[config.mk]
export PLATFORM = sky130hd
export DESIGN_NAME = round_robin_register_binding_table
export DESIGN_NICKNAME = d
export VERILOG_FILES = /design/src/rtl/rrbt_pkg.sv /design/src/rtl/round_robin_register_binding_table.sv
export SDC_FILE = /design/constraint.sdc
export NUM_CORES = 1
export LEC_CHECK = 0
export BUFFER_PORTS_ARGS = -buffer_cell sky130_fd_sc_hd__buf_4
export CAP_MARGIN = 0
export CORE_UTILIZATION = 55
export DETAILED_ROUTE_END_ITERATION = 8
export PLACE_DENSITY_LB_ADDON = 0.25
export SYNTH_ARGS = -nofsm -noshare
export SYNTH_HDL_FRONTEND = slang
export SYNTH_SLANG_ARGS = --single-unit
[constraint.sdc]
create_clock -name clk -period 8.6 [get_ports clk]
set_input_delay 2.15 -clock clk [delete_from_list [all_inputs] [get_ports clk]]
set_output_delay 2.15 -clock clk [all_outputs]
set_load 0.005 [all_outputs]
[src/rtl/rrbt_pkg.sv]
// Package for the round-robin register binding table.
// Holds the request codes, field widths and parameter defaults.
// No dependencies.
`timescale 1ns / 1ps

package rrbt_pkg;

    // Field widths fixed by the request and result formats.
    localparam int FUNC_W  = 4;
    localparam int KEY_W   = 32;
    localparam int PIDX_W  = 3;
    localparam int REG_W   = 5;
    localparam int SLOT_W  = 4;

    // Parameter defaults.
    localparam int NUM_REGS_DEF  = 15;
    localparam int STACK_REG_DEF = 16;
    localparam int LINK_REG_DEF  = 17;

    // Reset value of the return register setting.
    localparam logic [SLOT_W-1:0] RET_REG_RESET = 4'd8;

    // Request codes. Codes 9 through 15 carry no meaning and act as zero.
    typedef enum logic [FUNC_W-1:0] {
        FUNC_VALUE     = 4'd0,
        FUNC_RETURN    = 4'd1,
        FUNC_PARAM     = 4'd2,
        FUNC_IMMEDIATE = 4'd3,
        FUNC_STACK     = 4'd4,
        FUNC_LINK      = 4'd5,
        FUNC_ZERO      = 4'd6,
        FUNC_CLEAR     = 4'd7,
        FUNC_PROBE     = 4'd8
    } func_t;

endpackage

[src/rtl/round_robin_register_binding_table.sv]
// Round-robin register binding table: a fully associative table of slots
// with a parallel key compare and a round-robin replacement pointer.
//
// Usage:
//   Requests arrive as beats on the s_axis channel: tuser carries the
//   request code, tdata carries the key and the parameter index. Each
//   request yields exactly one result beat on m_axis: tdata carries the
//   granted or found register number, tuser carries the hit flag.
//   The return register setting is written through cfg_wdata when cfg_we is
//   set; the user must write it only while no request is in flight, as the block does not enforce it.
//   An accepted request beat passes through the input register and then
//   the result register to its result beat. One request beat is taken
//   every cycle while m_axis takes results; the limit is the compare of
//   the key against every slot together with the table and pointer update,
//   which sits between the input register and the result register.
//   A stalled receiver holds the result register; the input register still
//   takes one more beat, after which s_axis_tready drops until m_axis moves.
//   Reset empties the table, sets the pointer to slot one and the return
//   register to eight. Stored keys are not cleared; they are only used
//   while their slot is valid.
`timescale 1ns / 1ps

module round_robin_register_binding_table #(
    parameter int NUM_REGS  = rrbt_pkg::NUM_REGS_DEF,
    parameter int STACK_REG = rrbt_pkg::STACK_REG_DEF,
    parameter int LINK_REG  = rrbt_pkg::LINK_REG_DEF
) (
    input  logic        clk,
    input  logic        rst_n,

    // Configuration write: return register slot number.
    input  logic        cfg_we,
    input  logic [3:0]  cfg_wdata,

    // Request channel.
    input  logic        s_axis_tvalid,
    output logic        s_axis_tready,
    input  logic [39:0] s_axis_tdata,   // [31:0] key, [34:32] param_index, [39:35] zero
    input  logic [3:0]  s_axis_tuser,   // [3:0] func

    // Result channel.
    output logic        m_axis_tvalid,
    input  logic        m_axis_tready,
    output logic [7:0]  m_axis_tdata,   // [4:0] reg_number, [7:5] zero
    output logic [0:0]  m_axis_tuser    // [0] hit
);

    localparam int IDX_W = $clog2(NUM_REGS);

    localparam int REG_W  = rrbt_pkg::REG_W;
    localparam int SLOT_W = rrbt_pkg::SLOT_W;
    localparam int KEY_W  = rrbt_pkg::KEY_W;
    localparam int PIDX_W = rrbt_pkg::PIDX_W;

    localparam logic [SLOT_W-1:0] LAST_SLOT = SLOT_W'(NUM_REGS);
    localparam logic [REG_W-1:0]  LAST_REG  = REG_W'(NUM_REGS);

    // Input register.
    logic                in_valid_reg;
    rrbt_pkg::func_t     in_func_reg;
    logic [KEY_W-1:0]    in_key_reg;
    logic [PIDX_W-1:0]   in_pidx_reg;

    // Result register.
    logic                out_valid_reg;
    logic [REG_W-1:0]    out_reg_num_reg;
    logic                out_hit_reg;
    logic [REG_W-1:0]    out_reg_num_next;
    logic                out_hit_next;

    // Table state and setting.
    logic [KEY_W-1:0]    slot_key_reg [NUM_REGS];
    logic [NUM_REGS-1:0] slot_valid_reg;
    logic [NUM_REGS-1:0] slot_valid_next;
    logic [SLOT_W-1:0]   next_slot_reg;
    logic [SLOT_W-1:0]   next_slot_next;
    logic [SLOT_W-1:0]   ret_reg_reg;

    logic                key_we;
    logic [IDX_W-1:0]    key_idx;

    logic                advance;
    logic                match_hit;
    logic [SLOT_W-1:0]   match_slot;
    logic [SLOT_W-1:0]   rr_slot_after;
    logic [REG_W-1:0]    fixed_reg;
    logic                fixed_in_table;

    // Handshake: the item in the input register moves on when the result
    // register is free or being emptied.
    assign advance       = in_valid_reg && (!out_valid_reg || m_axis_tready);
    assign s_axis_tready = !in_valid_reg || advance;

    assign m_axis_tvalid = out_valid_reg;
    assign m_axis_tdata  = {3'b000, out_reg_num_reg};
    assign m_axis_tuser  = out_hit_reg;

    // Parallel key compare; the lowest matching slot wins.
    always_comb
    begin
        match_hit  = 1'b0;
        match_slot = '0;
        for (int i = NUM_REGS - 1; i >= 0; i--)
        begin
            if (slot_valid_reg[i] && (slot_key_reg[i] == in_key_reg))
            begin
                match_hit  = 1'b1;
                match_slot = SLOT_W'(i + 1);
            end
        end
    end

    // Pointer value after taking the round-robin slot.
    assign rr_slot_after = (next_slot_reg == LAST_SLOT) ? SLOT_W'(1)
                                                        : next_slot_reg + SLOT_W'(1);

    // Fixed slot named by return and parameter requests.
    always_comb
    begin
        if (in_func_reg == rrbt_pkg::FUNC_PARAM)
            fixed_reg = {1'b0, ret_reg_reg} + {{(REG_W-PIDX_W){1'b0}}, in_pidx_reg};
        else
            fixed_reg = {1'b0, ret_reg_reg};
    end
    assign fixed_in_table = (fixed_reg != '0) && (fixed_reg <= LAST_REG);

    // Request decode, table update and result.
    always_comb
    begin
        slot_valid_next  = slot_valid_reg;
        next_slot_next   = next_slot_reg;
        key_we           = 1'b0;
        key_idx          = IDX_W'(next_slot_reg - SLOT_W'(1));
        out_reg_num_next = '0;
        out_hit_next     = 1'b0;
        unique case (in_func_reg)
            rrbt_pkg::FUNC_VALUE:
            begin
                if (match_hit)
                begin
                    out_reg_num_next = {1'b0, match_slot};
                    out_hit_next     = 1'b1;
                end
                else
                begin
                    out_reg_num_next          = {1'b0, next_slot_reg};
                    next_slot_next            = rr_slot_after;
                    slot_valid_next[key_idx]  = 1'b1;
                    key_we                    = 1'b1;
                end
            end
            rrbt_pkg::FUNC_RETURN,
            rrbt_pkg::FUNC_PARAM:
            begin
                out_reg_num_next = fixed_reg;
                if (fixed_in_table)
                    slot_valid_next[IDX_W'(fixed_reg - REG_W'(1))] = 1'b0;
            end
            rrbt_pkg::FUNC_IMMEDIATE:
            begin
                out_reg_num_next         = {1'b0, next_slot_reg};
                next_slot_next           = rr_slot_after;
                slot_valid_next[key_idx] = 1'b0;
            end
            rrbt_pkg::FUNC_STACK:
                out_reg_num_next = REG_W'(STACK_REG);
            rrbt_pkg::FUNC_LINK:
                out_reg_num_next = REG_W'(LINK_REG);
            rrbt_pkg::FUNC_CLEAR:
            begin
                slot_valid_next = '0;
                next_slot_next  = SLOT_W'(1);
            end
            rrbt_pkg::FUNC_PROBE:
            begin
                out_reg_num_next = {1'b0, match_slot};
                out_hit_next     = match_hit;
            end
            default:
                out_reg_num_next = '0;
        endcase
    end

    // Input register.
    always_ff @(posedge clk or negedge rst_n)
    begin
        if (!rst_n)
            in_valid_reg <= 1'b0;
        else if (s_axis_tready)
            in_valid_reg <= s_axis_tvalid;
    end

    always_ff @(posedge clk)
    begin
        if (s_axis_tready && s_axis_tvalid)
        begin
            in_func_reg <= rrbt_pkg::func_t'(s_axis_tuser);
            in_key_reg  <= s_axis_tdata[KEY_W-1:0];
            in_pidx_reg <= s_axis_tdata[KEY_W+PIDX_W-1:KEY_W];
        end
    end

    // Result register.
    always_ff @(posedge clk or negedge rst_n)
    begin
        if (!rst_n)
            out_valid_reg <= 1'b0;
        else if (advance)
            out_valid_reg <= 1'b1;
        else if (m_axis_tready)
            out_valid_reg <= 1'b0;
    end

    always_ff @(posedge clk)
    begin
        if (advance)
        begin
            out_reg_num_reg <= out_reg_num_next;
            out_hit_reg     <= out_hit_next;
        end
    end

    // Table control state and the return register setting.
    always_ff @(posedge clk or negedge rst_n)
    begin
        if (!rst_n)
        begin
            slot_valid_reg <= '0;
            next_slot_reg  <= SLOT_W'(1);
            ret_reg_reg    <= rrbt_pkg::RET_REG_RESET;
        end
        else
        begin
            if (advance)
            begin
                slot_valid_reg <= slot_valid_next;
                next_slot_reg  <= next_slot_next;
            end
            if (cfg_we)
                ret_reg_reg <= cfg_wdata;
        end
    end

    // Stored keys.
    always_ff @(posedge clk)
    begin
        if (advance && key_we)
            slot_key_reg[key_idx] <= in_key_reg;
    end

    // The round-robin pointer always names a slot of the table.
    assert property (@(posedge clk) disable iff (!rst_n)
        (next_slot_reg != '0) && (next_slot_reg <= LAST_SLOT))
        else $error("round-robin pointer out of range");

    // A clear leaves an empty table with the pointer at slot one.
    assert property (@(posedge clk) disable iff (!rst_n)
        advance && (in_func_reg == rrbt_pkg::FUNC_CLEAR)
        |=> (slot_valid_reg == '0) && (next_slot_reg == SLOT_W'(1)))
        else $error("clear did not empty the table");

    // Only value and probe requests may report a hit.
    assert property (@(posedge clk) disable iff (!rst_n)
        advance && (in_func_reg != rrbt_pkg::FUNC_VALUE)
                && (in_func_reg != rrbt_pkg::FUNC_PROBE)
        |=> !out_hit_reg)
        else $error("hit reported for a request without lookup");

    // A value request leaves its slot bound.
    assert property (@(posedge clk) disable iff (!rst_n)
        advance && (in_func_reg == rrbt_pkg::FUNC_VALUE)
        |=> (slot_valid_reg != '0))
        else $error("value request left the table empty");

endmodule
Word-level counts from Yosys, hierarchy flattened
Memories as Yosys holds them, arrays and structs flattened. Cells that the tools add are included.

Output and inout port bits: 11. Memories: 1. Input port bits: 53. RAM bits: 480. Word-level logic and storage cells: 134. Register bits: 70.

Memories: slot_key_reg (words 15, width 32, rd ports 15, clocked after Yosys merged registers in 0, wr ports 1, line round_robin_register_binding_table.sv:72) `logic [KEY_W-1:0] slot_key_reg [NUM_REGS];`.

Muxes and demuxes: 51. Equality and inequality tests: 25. Reduce and logical (&&, ||, !) cells: 33. Bitwise logic cells: 5. Add/sub/neg operators: 4. Order comparisons: 5.

Operators with widths (number): == test 32 bit (15); 2-to-1 mux 4 bit (18); one-hot mux 15 bit (4 select lines) (1); bitwise AND 15 bit (2); 2-to-1 mux 15 bit (2); inverter 15 bit (2); one-hot mux 5 bit (6 select lines) (1); 2-to-1 mux 1 bit (24); logical AND 1 bit (21); OR 15 bit (1); == test 4 x 3 -> 1 bit, second input constant (3); one-hot mux 4 bit (3 select lines) (1); less-than comparator 4 x 5 -> 1 bit, second input constant (2); demux 1 bit (select 4 bit) (2); == test 4 x 2 -> 1 bit, second input constant (2); == test 4 bit, second input constant (2); >= comparator 4 x 1 -> 1 bit, second input constant (2); subtractor 4 x 1 -> 4 bit, second input constant (2); adder 4 x 3 -> 5 bit (1); less-or-equal comparator 5 x 4 -> 1 bit, second input constant (1); 2-to-1 mux 5 bit (1); nonzero test 5 bit (1); adder 4 x 1 -> 4 bit, second input constant (1); == test 4 x 1 -> 1 bit, second input constant (1); 11 further kinds (14).

Logic depth before layout (Yosys ltp)
Gate-level depths: netlist of the first run. An unclocked memory read counts as a cell.

Depth after elaboration: 23. Depth in mapped cells: 12. Gate-level depth less buffers: 10.

Worst setup path before layout of the first run
No wires, ideal clock.

Path type: input to register. Start point: input m_axis_tready. End point: memory slot_key_reg[10][0] (enable). Cell stages on the path: 7. Arrival: 4.266 ns. Required time: 8.179 ns. Setup time: 0.421 ns. Path slack: 3.913 ns. Cell sequence: nand2b_1 nand2_1 nor2_1 nand3_2 buf_6 buf_4 nor2_1.

Longest elaborated chain between the ends: 5.

Ends and longest elaborated chain: start: declaration (line round_robin_register_binding_table.sv:43) `input logic m_axis_tready,`; logical OR 1 bit (line round_robin_register_binding_table.sv:91) `assign advance = in_valid_reg && (!out_valid_reg || m_axis_tready);`; logical AND 1 bit (line round_robin_register_binding_table.sv:91); logical AND 1 bit (line round_robin_register_binding_table.sv:247) `if (advance && key_we)`; 2-to-1 mux 1 bit (line round_robin_register_binding_table.sv:247); 2-to-1 mux 1 bit (not written as such) (line round_robin_register_binding_table.sv:248) `slot_key_reg[key_idx] <= in_key_reg;`; end: declaration (line round_robin_register_binding_table.sv:72).

No other way between the ends.

Worst setup path after layout of the first run
Start point: input m_axis_tready. End point: output s_axis_tready.

Longest elaborated chain between the ends: 3.

Ends and longest elaborated chain: logical OR 1 bit (line round_robin_register_binding_table.sv:91); logical AND 1 bit (line round_robin_register_binding_table.sv:91); logical OR 1 bit (line round_robin_register_binding_table.sv:92) `assign s_axis_tready = !in_valid_reg || advance;`; end: declaration (line round_robin_register_binding_table.sv:37) `output logic s_axis_tready,`.

No other way between the ends.

==> results.md, run 1 <==
- Tmin final: approximately 4.8 ns
- Violation count after the first detailed-routing iteration: around 1.6k
- Mux contribution to synthesized area: 0.004900
- Outcome: completed
- Worst vdd ir: roughly 220 uV
- Worst min path class: reg2reg
- Worst-Margin Slew: between 1 and 1.5 ns
- Worst Path Arrival: around 2.6 ns
- CP Data Required Time: approximately 6.5 ns
- Largest register FFs: 480
- Core Box Area: about 45000 um^2
- First-pass GRT wire length: between 90 and 100 mm
- Crit Path Class: in2out
- Post-synth EDFFs: roughly 530
- Ant. Diodes: 0
- Die Wd: approximately 220 um
- Routed WL: slightly above 60 mm
- TritonCTS clock tree: built
- P per Cell Area: around 220 nW/um^2
- I/O pin cnt: between 60 and 70
- Largest net degree at the start of global routing: 40
- GRT overflow: 0
- Unrepaired setup endpoints after global routing: no
- Initial core utilization: 0.5622
- Combinational family with the most area after synthesis: XOR/XNOR gates
- Place WS: a little under 4 ns
- Max-cap violations: 0
- Maximum fanout along the worst path: 3
- Max-Slew Margin vs Limit: 0.2692
- Residual DRC: 0
- Period utilisation layout: 0.5535
- DP HPWL: about 34 mm
- Finished Core Util: 0.6242
- Clk root buf: clkbuf_16
- Die Y: between 200 and 250 um
- Max Clock Freq: around 210 MHz
- Synth Area in XOR/XNOR: 0.1691
- Vias post-DR: roughly 15k
- Top_reg_cell synth: edfxtp_1
- Port bufs: 55
- Async S/R FF share, synth: 0.04545
- Synth area leader: edfxtp_1
- Setup TNS: 0 ns
- DR WL/cell: 24.76 um
- #FFs+latches synth: 550
- Post-route setup slack: slightly below 4 ns
- Post-synthesis compound-gate area fraction: 0.02505
- Met2 wire length: between 20 and 30 mm
- Distinct cells, synth: 70
- Leakage power: 0.009048 uW
- Startpoint types: primary input
- Total track usage: 0.2641
- Post-Synth Adder-Cell Area: 0.004300
- Number of global-route vias before repair: 14.68k
- RePlAce Congestion: 0.9159
- Most common cell after layout, fill and taps aside: edfxtp_1
- H-tree lvl count: 2
- Gate Count Post-Synth: 1714
- Area Overhead vs Synth: 11.04%
- Drt pass-1 iters: 5
- Met1 WL: 25.79 mm
- Clock-pin slew on the worst setup and hold paths: around 0.060 ns
- Worst-skew pair later-pin latency: ~0.64 ns
- Avg Cell Area, Syn: 14.60 um^2
- Simple-Gate Fraction of Synth Area: 0.1136
- Crit. End Element: output port
- Initial antenna violation count: 0
- Inserted Clock Buffers: between 50 and 60
- Fin. max-slew vios: 0
- YS warnings: 0
- Nets: approximately 1.9k
- CTS Buffer Depth: 3
- Resize count post-CTS: 0
- Die area: around 46000 um^2
- Via density: 6.091
- Hold Violations, Final: 0
- Post-CTS Hold Buffers: 0
- Rows: a little under 80
- Final setup violation count: 0
- Antenna Nets Post-Route: 0
- Highest routed layer: met4
- Commonest cells after routing, fill and taps aside: edfxtp_1 (525), xor2_1 (349), nor4_1 (154)
- Layout cells sized above 1: 0.1224
- Largest cells by area after synthesis: edfxtp_1 (63%), xor2_1 (12%), xnor2_1 (4.7%), nor4_1 (3.9%), dfrtp_1 (2.3%)
- Worst Skew: about 0.026 ns
- Mapped Area: 25020 um^2
- Synth top area share: 0.6301
- CTS Sinks: 550
- Seq/Total Area, Yosys: 0.6552
- Met3 routed WL: between 3 and 4 mm
- Post-CTS setup buffers: 0
==> power breakdown <==
| part | leakage (uW) | internal (uW) | total (uW) | switching [uW] |
|---|---|---|---|---|
| Sequential | 0.00506 | 3000 | 3080 | 79.3 |
| Combinational | 0.00309 | 191 | 573 | 381 |
| Clock | 0.000899 | 1390 | 2430 | 1040 |
==> path summary, 6_finish.rpt <==
kind	from	to	slack, ns	cells after the start
max	m_axis_tready	s_axis_tready	3.84	3
min	in_valid_reg	m_axis_tvalid	0.51	1
max reg2reg	in_key_reg[20]	slot_key_reg[2][24]	4.14	10
min reg2reg	in_valid_reg	m_axis_tvalid	0.51	1
max in group asynchronous	rst_n	next_slot_reg[0]	6.85	1
min in group asynchronous	rst_n	ret_reg_reg[0]	1.44	1
==> Yosys cell counts, types with 4 or more instances <==
cell and instances:
buf_4 16, nor2b_1 6, nor3_1 47, nand3_1 33, ha_1 7, mux2_2 9
edfxtp_1 525, inv_1 8, nand4b_1 16, or4_1 8, buf_2 18, dfrtp_1 23
o21ai_0 11, nor4b_1 12, xor2_1 349, or3_1 4, clkbuf_1 10, o22ai_1 4
a2bb2oi_1 11, nand2_1 72, nor2_1 37, a21o_1 4, o2111ai_1 12, nand2b_1 9
buf_6 37, nor4_1 154, nand4_1 64, xnor2_1 134, a21oi_1 9
==> through the flow <==
stage	instance area [um^2]	total power (uW)	cells	hold WS [ns]
after floorplan	25030	3501	1716	0.4558
after global placement	25920	3687	2331	0.4767
after detailed placement	25920	3701	2331	0.4942
after CTS	27780	6114	2438	0.5145
after global routing	27780	6272	2438	0.5369
final	27780	6083	2438	0.5073
==> logic make-up after synthesis <==
family,count (synthesis)
DFF,550
and+or+nand+nor,490
xor gates and xnor gates,483
buffers and inverters,89
AOI/OAI and AO/OA,82
muxes,11
adders and majority gates,8
other,1
==> worst max-delay path: stages <==
cell	delay, ns
buf_4	0.11
nand3b_1	0.19
buf_4	0.16
==> final cells by class <==
cell class                      count  area, um^2
Timing Repair Buffer              104       780.7
Inverter                            8       30.03
Clock inverter                     37       374.1
Multi-Input combinational cell   1077        7980
Fill cell                        3384       16730
Clock buffer                       70        1485
Sequential cell                   550       16390
Tap cell                          592       740.7
==> routing by layer <==
metal,GRT usage,up-vias
li1,-,6645
met1,0.3670,7566
met2,0.4323,541
met3,0.03864,99
met4,0.07991,0
met5,0,-
Power figures use the tool's default switching activity.
==> run 2: changes to the inputs <==
clock period = 4.85 ns   (was 8.6 ns; I/O delays follow)
==> run 2 against run 1 <==
  * Sequential share of layout area shrank 0.88 points
  * Via count rose by 2.5%
  * Sequential cell count unchanged
  * Largest power group unchanged
  * Core utilization rose by 0.94 points
  * Largest cell class unchanged
==> results.md, run 2 (synthesis gave the netlist of run 1 again) <==
- GRT overflow: 0 (unchanged)
- CTS Sinks: 550 (unchanged)
- Clock-pin slew on the worst setup and hold paths: 0.06 ns (about the same)
- Vias post-DR: 15.22k (was 14.85k)
- Antenna Nets Post-Route: 0 (unchanged)
- Crit Path Class: reg2reg (was in2out)
- Routed WL: 63.32 mm (was 60.37 mm)
- Worst vdd ir: 332.3 uV (was 219.3 uV)
- Ant. Diodes: 0 (unchanged)
- CP Data Required Time: 5.10 ns (was 6.45 ns)
- Post-CTS setup buffers: 0 (unchanged)
- Residual DRC: 0 (unchanged)
- Worst-skew pair later-pin latency: 0.63 ns (was 0.64 ns)
- Hold Violations, Final: 0 (unchanged)
- RePlAce Congestion: 0.9213 (was 0.9159)
- Most common cell after layout, fill and taps aside: edfxtp_1 (unchanged)
- Fin. max-slew vios: 0 (unchanged)
- Worst-Margin Slew: 1.136 ns (was 1.096 ns)
- Max-Slew Margin vs Limit: 0.2428 (was 0.2692)
- Commonest cells after routing, fill and taps aside: edfxtp_1 (525), xor2_1 (349), nor4_1 (154) (unchanged)
- Violation count after the first detailed-routing iteration: 1674 (was 1570)
- Nets: 1905 (was 1859)
- Worst Skew: 0.02978 ns (was 0.02587 ns)
- Resize count post-CTS: 0 (unchanged)
- CTS Buffer Depth: 3 (unchanged)
- Largest register FFs: 480 (unchanged)
- Drt pass-1 iters: 6 (was 5)
- Startpoint types: flip-flop (was primary input)
- Rows: 77 (unchanged)
- Inserted Clock Buffers: 57 (unchanged)
- Switching power: 2661 uW (was 1500 uW)
- Sw Ratio: 0.2440 (was 0.2467)
- Crit. End Element: flip-flop (was output port)
- I/O pin cnt: 64 (unchanged)
- Leakage power: 0.009309 uW (was 0.009048 uW)
- Total track usage: 0.2761 (was 0.2641)
- Clk root buf: clkbuf_16 (unchanged)
- Post-CTS Hold Buffers: 0 (unchanged)
- P per Cell Area: 386.6 nW/um^2 (was 218.9 nW/um^2)
- Worst min path class: in2async (was reg2reg)
- Unrepaired setup endpoints after global routing: no (unchanged)
- TritonCTS clock tree: built (unchanged)
- Period utilisation layout: 0.8643
- Number of global-route vias before repair: 15.15k (was 14.68k)
- DR WL/cell: 25.51 um (was 24.76 um)
- Largest net degree at the start of global routing: 40 (unchanged)
- Port bufs: 55 (unchanged)
- PnR Total Power: 10900 uW (was 6083 uW)
- Setup TNS: 0 ns (unchanged)
- Max Clock Freq: 238.5 MHz
- Die Wd: 215.3 um (unchanged)
- DP HPWL: 41.04 mm (was 34.32 mm)
- Worst Path Arrival: 4.45 ns (was 2.61 ns)
- Maximum fanout along the worst path: 32 (was 3)
- Final setup violation count: 0 (unchanged)
- Max-cap violations: 0 (unchanged)
- Outcome: completed (unchanged)
- Layout cells sized above 1: 0.1423 (was 0.1224)
- H-tree lvl count: 2 (unchanged)
- Initial core utilization: 0.5622 (unchanged)
- Die area: 46350 um^2 (unchanged)
- Gate power share: 0.092 (was 0.094)
- Internal Dissipation: 8242 uW (was 4583 uW)
- Sequential Power Share: 0.508 (was 0.507)
- Clock share of power: 0.399 (about the same)
- Area Overhead vs Synth: 12.72% (was 11.04%)
- First-pass GRT wire length: 94.92 mm (was 90.78 mm)
- Via density: 6.133 (was 6.091)
- Core Box Area: 44510 um^2 (unchanged)
- Die Y: 215.3 um (unchanged)
- Tmin final: ~4.2 ns
- Initial antenna violation count: 1 (was 0)
## run 2: area by class of cell
| cell class | count | area (um^2) |
|---|---|---|
| clock buffer | 72 | 1534 |
| clock inverter | 33 | 311.5 |
| sequential | 550 | 16390 |
| fill | 3292 | 16310 |
| tap | 592 | 740.7 |
| timing repair buffer | 150 | 1214 |
| multi-input combinational | 1077 | 7980 |
| inverter | 8 | 30.03 |
## run 2: per-stage QoR
step           setup slack [ns]  cells  cell area, um^2  hold slack (ns)  utilization
3_3_place_gp             0.7795   2377            26360           0.4750       0.5922
5_1_grt                  0.4772   2482            28200           0.5121       0.6336
6_report                 0.6580   2482            28200           0.5087       0.6336
4_1_cts                  0.6985   2482            28200           0.4930       0.6336
2_1_floorplan            0.8262   1716            25030           0.4558            -
3_5_place_dp             0.6969   2377            26360           0.4903       0.5922
## run 2: power by group through the flow
stage          Sequential, uW  Clock, uW  Combinational, uW
6_report                 5540       4350               1010
5_1_grt                  5550       4560               1090
4_1_cts                  5540       4400               1000
3_5_place_dp             5640          0                993
3_3_place_gp             5630          0                968
2_1_floorplan            5520          0                687
## run 2: layer usage
metal / track usage / wire length (um) / vias to the layer above
met5: 0 / 0 / -
met4: 0.1085 / 2267 / 0
met3: 0.03468 / 4953 / 128
met2: 0.4495 / 30200 / 711
met1: 0.3797 / 25910 / 7655
li1: - / - / 6728
## run 2: worst max-delay path, cell delays in order (launching register included)
cell and delay [ns]:
edfxtp_1 1.04, xor2_1 0.26, nor4_1 0.08, nand4_1 0.11, or3_1 0.21, nand4bb_1 0.28
nor3_2 0.53, nand3_2 0.58, nor2_2 0.26, buf_4 0.41
## run 2: path summary, 6_finish.rpt
path	start	endpoint	slack, ns	cells past startpoint
min reg2reg	in_valid_reg	m_axis_tvalid	0.51	1
min in group clk	in_valid_reg	m_axis_tvalid	0.51	1
max reg2reg	in_key_reg[10]	slot_key_reg[12][20]	0.66	9
max in group asynchronous	rst_n	next_slot_reg[0]	4.04	1
min	rst_n	ret_reg_reg[1]	0.51	1
max	in_key_reg[10]	slot_key_reg[12][20]	0.66	9
==> run 3: changes to the inputs <==
==> constraint.sdc (replaced) <==
create_clock -name clk -period 4.5 [get_ports clk]
set_input_delay 0.45 -clock clk [delete_from_list [all_inputs] [get_ports clk]]
set_output_delay 0.45 -clock clk [all_outputs]
set_load 0.005 [all_outputs]
==> run 3 against run 2 <==
  * Sequential share of layout area shrank 0.50 points
  * Hold slack got worse by 0.48 ns
  * First-iteration DRC count is 21% lower
  * Sequential cell count stayed put
  * Critical endpoint is now out_reg_num_reg[0]
==> results.md, run 3 (synthesis gave the netlist of run 1 again) <==
- Outcome: completed (unchanged)
- Core Box Area: 44510 um^2 (unchanged)
- Place WS: 0.6827 ns (was 0.6969 ns)
- Max-Slew Margin vs Limit: 0.2585 (was 0.2428)
- Max Clock Freq: 260.3 MHz (was 238.5 MHz)
- I/O pin cnt: 64 (unchanged)
- Worst setup startpoint: in_key_reg[10] (unchanged)
- CP Data Required Time: 4.81 ns (was 5.10 ns)
- Initial antenna violation count: 0 (was 1)
- Critical-path cell list: xor2_1 -> nor4_1 -> nand4_1 -> o41ai_1 -> o311ai_0 -> a311o_1 -> a21oi_1 -> o22ai_1 (was xor2_1 -> nor4_1 -> nand4_1 -> or3_1 -> nand4bb_1 -> nor3_2 -> nand3_2 -> nor2_2 -> buf_4)
- DR WL/cell: 25.44 um (was 25.51 um)
- Largest net degree at the start of global routing: 40 (unchanged)
- Largest register FFs: 480 (unchanged)
- Number of global-route vias before repair: 15.18k (was 15.15k)
- Clk root buf: clkbuf_16 (unchanged)
- Max-cap violations: 0 (unchanged)
- Fillers: 3295 (was 3292)
- Worst-skew pair later-pin latency: 0.61 ns (was 0.63 ns)
- Reg2Reg Setup Slack: 0.66 ns (about the same)
- Die Wd: 215.3 um (unchanged)
- Worst min path class: in2reg (was in2async)
- Routed WL: 63.61 mm (was 63.32 mm)
- Crit. End Element: flip-flop (unchanged)
- Worst Skew: 0.01545 ns (was 0.02978 ns)
- Die area: 46350 um^2 (unchanged)
- TritonCTS clock tree: built (unchanged)
- Worst Path Arrival: 4.15 ns (was 4.45 ns)
- Layout cells sized above 1: 0.1357 (was 0.1423)
- Violation count after the first detailed-routing iteration: 1327 (was 1674)
- Worst r2r dst: out_reg_num_reg[0] (was slot_key_reg[12][20])
- RePlAce Congestion: 0.9128 (was 0.9213)
- CTS Sinks: 550 (unchanged)
- Maximum fanout along the worst path: 15 (was 32)
- Final hold slack: 0.02499 ns (was 0.5087 ns)
- Port bufs: 55 (unchanged)
- Rows: 77 (unchanged)
- Via density: 6.128 (was 6.133)
- Setup TNS: 0 ns (unchanged)
- GRT overflow: 0 (unchanged)
- Worst vdd ir: 318.4 uV (was 332.3 uV)
- Ant. Diodes: 0 (unchanged)
- Resize count post-CTS: 0 (unchanged)
- Placed insts: 2374 (was 2377)
- Drt pass-1 iters: 6 (unchanged)
- Most common cell after layout, fill and taps aside: edfxtp_1 (unchanged)
- P per Cell Area: 400.8 nW/um^2 (was 386.6 nW/um^2)
- Startpoint types: flip-flop (unchanged)
- DP HPWL: 40.27 mm (was 41.04 mm)
- Hold path depth: 1
- R2R cell count: 8 (was 9)
- Final setup violation count: 0 (unchanged)
- Commonest cells after routing, fill and taps aside: edfxtp_1 (525), xor2_1 (349), nor4_1 (154) (unchanged)
- Post-CTS setup buffers: 0 (unchanged)
- Total track usage: 0.2782 (was 0.2761)
- PnR Total Power: 11400 uW (was 10900 uW)
- Clock-pin slew on the worst setup and hold paths: 0.06 ns (about the same)
- CTS Buffer Depth: 3 (unchanged)
- Period utilisation layout: 0.8538 (was 0.8643)
- R2R Path Start: in_key_reg[10] (unchanged)
- Final non-filler cell total: 2500 (was 2482)
- H-tree lvl count: 2 (unchanged)
- Initial core utilization: 0.5622 (unchanged)
- Hold Violations, Final: 0 (unchanged)
- Tmin final: 3.842 ns (was 4.192 ns)
- Nets: 1927 (was 1905)
- Post-route setup slack: 0.6579 ns (was 0.6580 ns)
- Vias post-DR: 15.32k (was 15.22k)
- Max stage delay on crit path: 1.01 ns (was 1.04 ns)
- Worst-Margin Slew: 1.112 ns (was 1.136 ns)
- Unrepaired setup endpoints after global routing: no (unchanged)
- Residual DRC: 0 (unchanged)
- First-pass GRT wire length: 95.32 mm (was 94.92 mm)
- Crit Path Class: reg2reg (unchanged)
- Min-delay src: s_axis_tdata[10]
- Fin. max-slew vios: 0 (unchanged)
- CP max-delay cell: edfxtp_1 (unchanged)
- Die Y: 215.3 um (unchanged)
- Hold endpoint: in_key_reg[10]
- Area Overhead vs Synth: 13.70% (was 12.72%)
- Antenna Nets Post-Route: 0 (unchanged)
- Leakage power: 0.009363 uW (was 0.009309 uW)
- Inserted Clock Buffers: 56 (was 57)
[run 3: how the worst max path moves through the flow]
stage | endpoint | slack [ns]
finish | out_reg_num_reg[0] | 0.66
global route | slot_key_reg[9][15] | 0.48
CTS | out_reg_num_reg[0] | 0.67
detailed placement | out_reg_num_reg[0] | 0.68
floorplan | slot_key_reg[10][0] | 0.48
global placement | out_reg_num_reg[0] | 0.70
[run 3: area by class of cell]
type                       count  area (um^2)  share of cell area
timing repair buffer         173         1627             0.05718
clock inverter                26        156.4            0.005498
inverter                       8        30.03            0.001056
sequential                   550        16390              0.5762
multi-input combinational   1077         7980              0.2805
clock buffer                  74         1521             0.05348
tap                          592        740.7             0.02604
[run 3: timing repair]
action / 4_1_cts / 5_1_grt
setup endpoints to repair: 0 / 0
endpoints found under the hold margin: 48 / 0
hold buffers: 26 / 0
[run 3: power breakdown]
| group | total, uW | switching (uW) | leakage, uW | internal, uW |
|---|---|---|---|---|
| Sequential | 5960 | 217 | 0.00506 | 5740 |
| Clock | 4310 | 1900 | 0.000819 | 2420 |
| Combinational | 1130 | 712 | 0.00348 | 420 |
| Total | 11400 | 2830 | 0.00936 | 8580 |
[run 3: worst max-delay path, delay by kind of cell, from the launching register on]
kind / cells / cell delay, ns
AO/OA/AOI/OAI: 5 / 1.87
XOR/XNOR: 1 / 0.20
flip-flops: 1 / 1.01
AND/OR/NAND/NOR: 2 / 0.46
[run 3: per-stage QoR]
stage               utilization  area [um^2]
floorplan                     -        25030
global placement         0.5956        26510
detailed placement       0.5956        26510
CTS                      0.6391        28450
global route             0.6391        28450
finish                   0.6391        28450
[run 3: metal layers]
metal | routed length (um) | global-route usage
met5 | 0 | 0
met4 | 2659 | 0.1182
met3 | 4434 | 0.03015
met2 | 29800 | 0.4427
met1 | 26710 | 0.3912
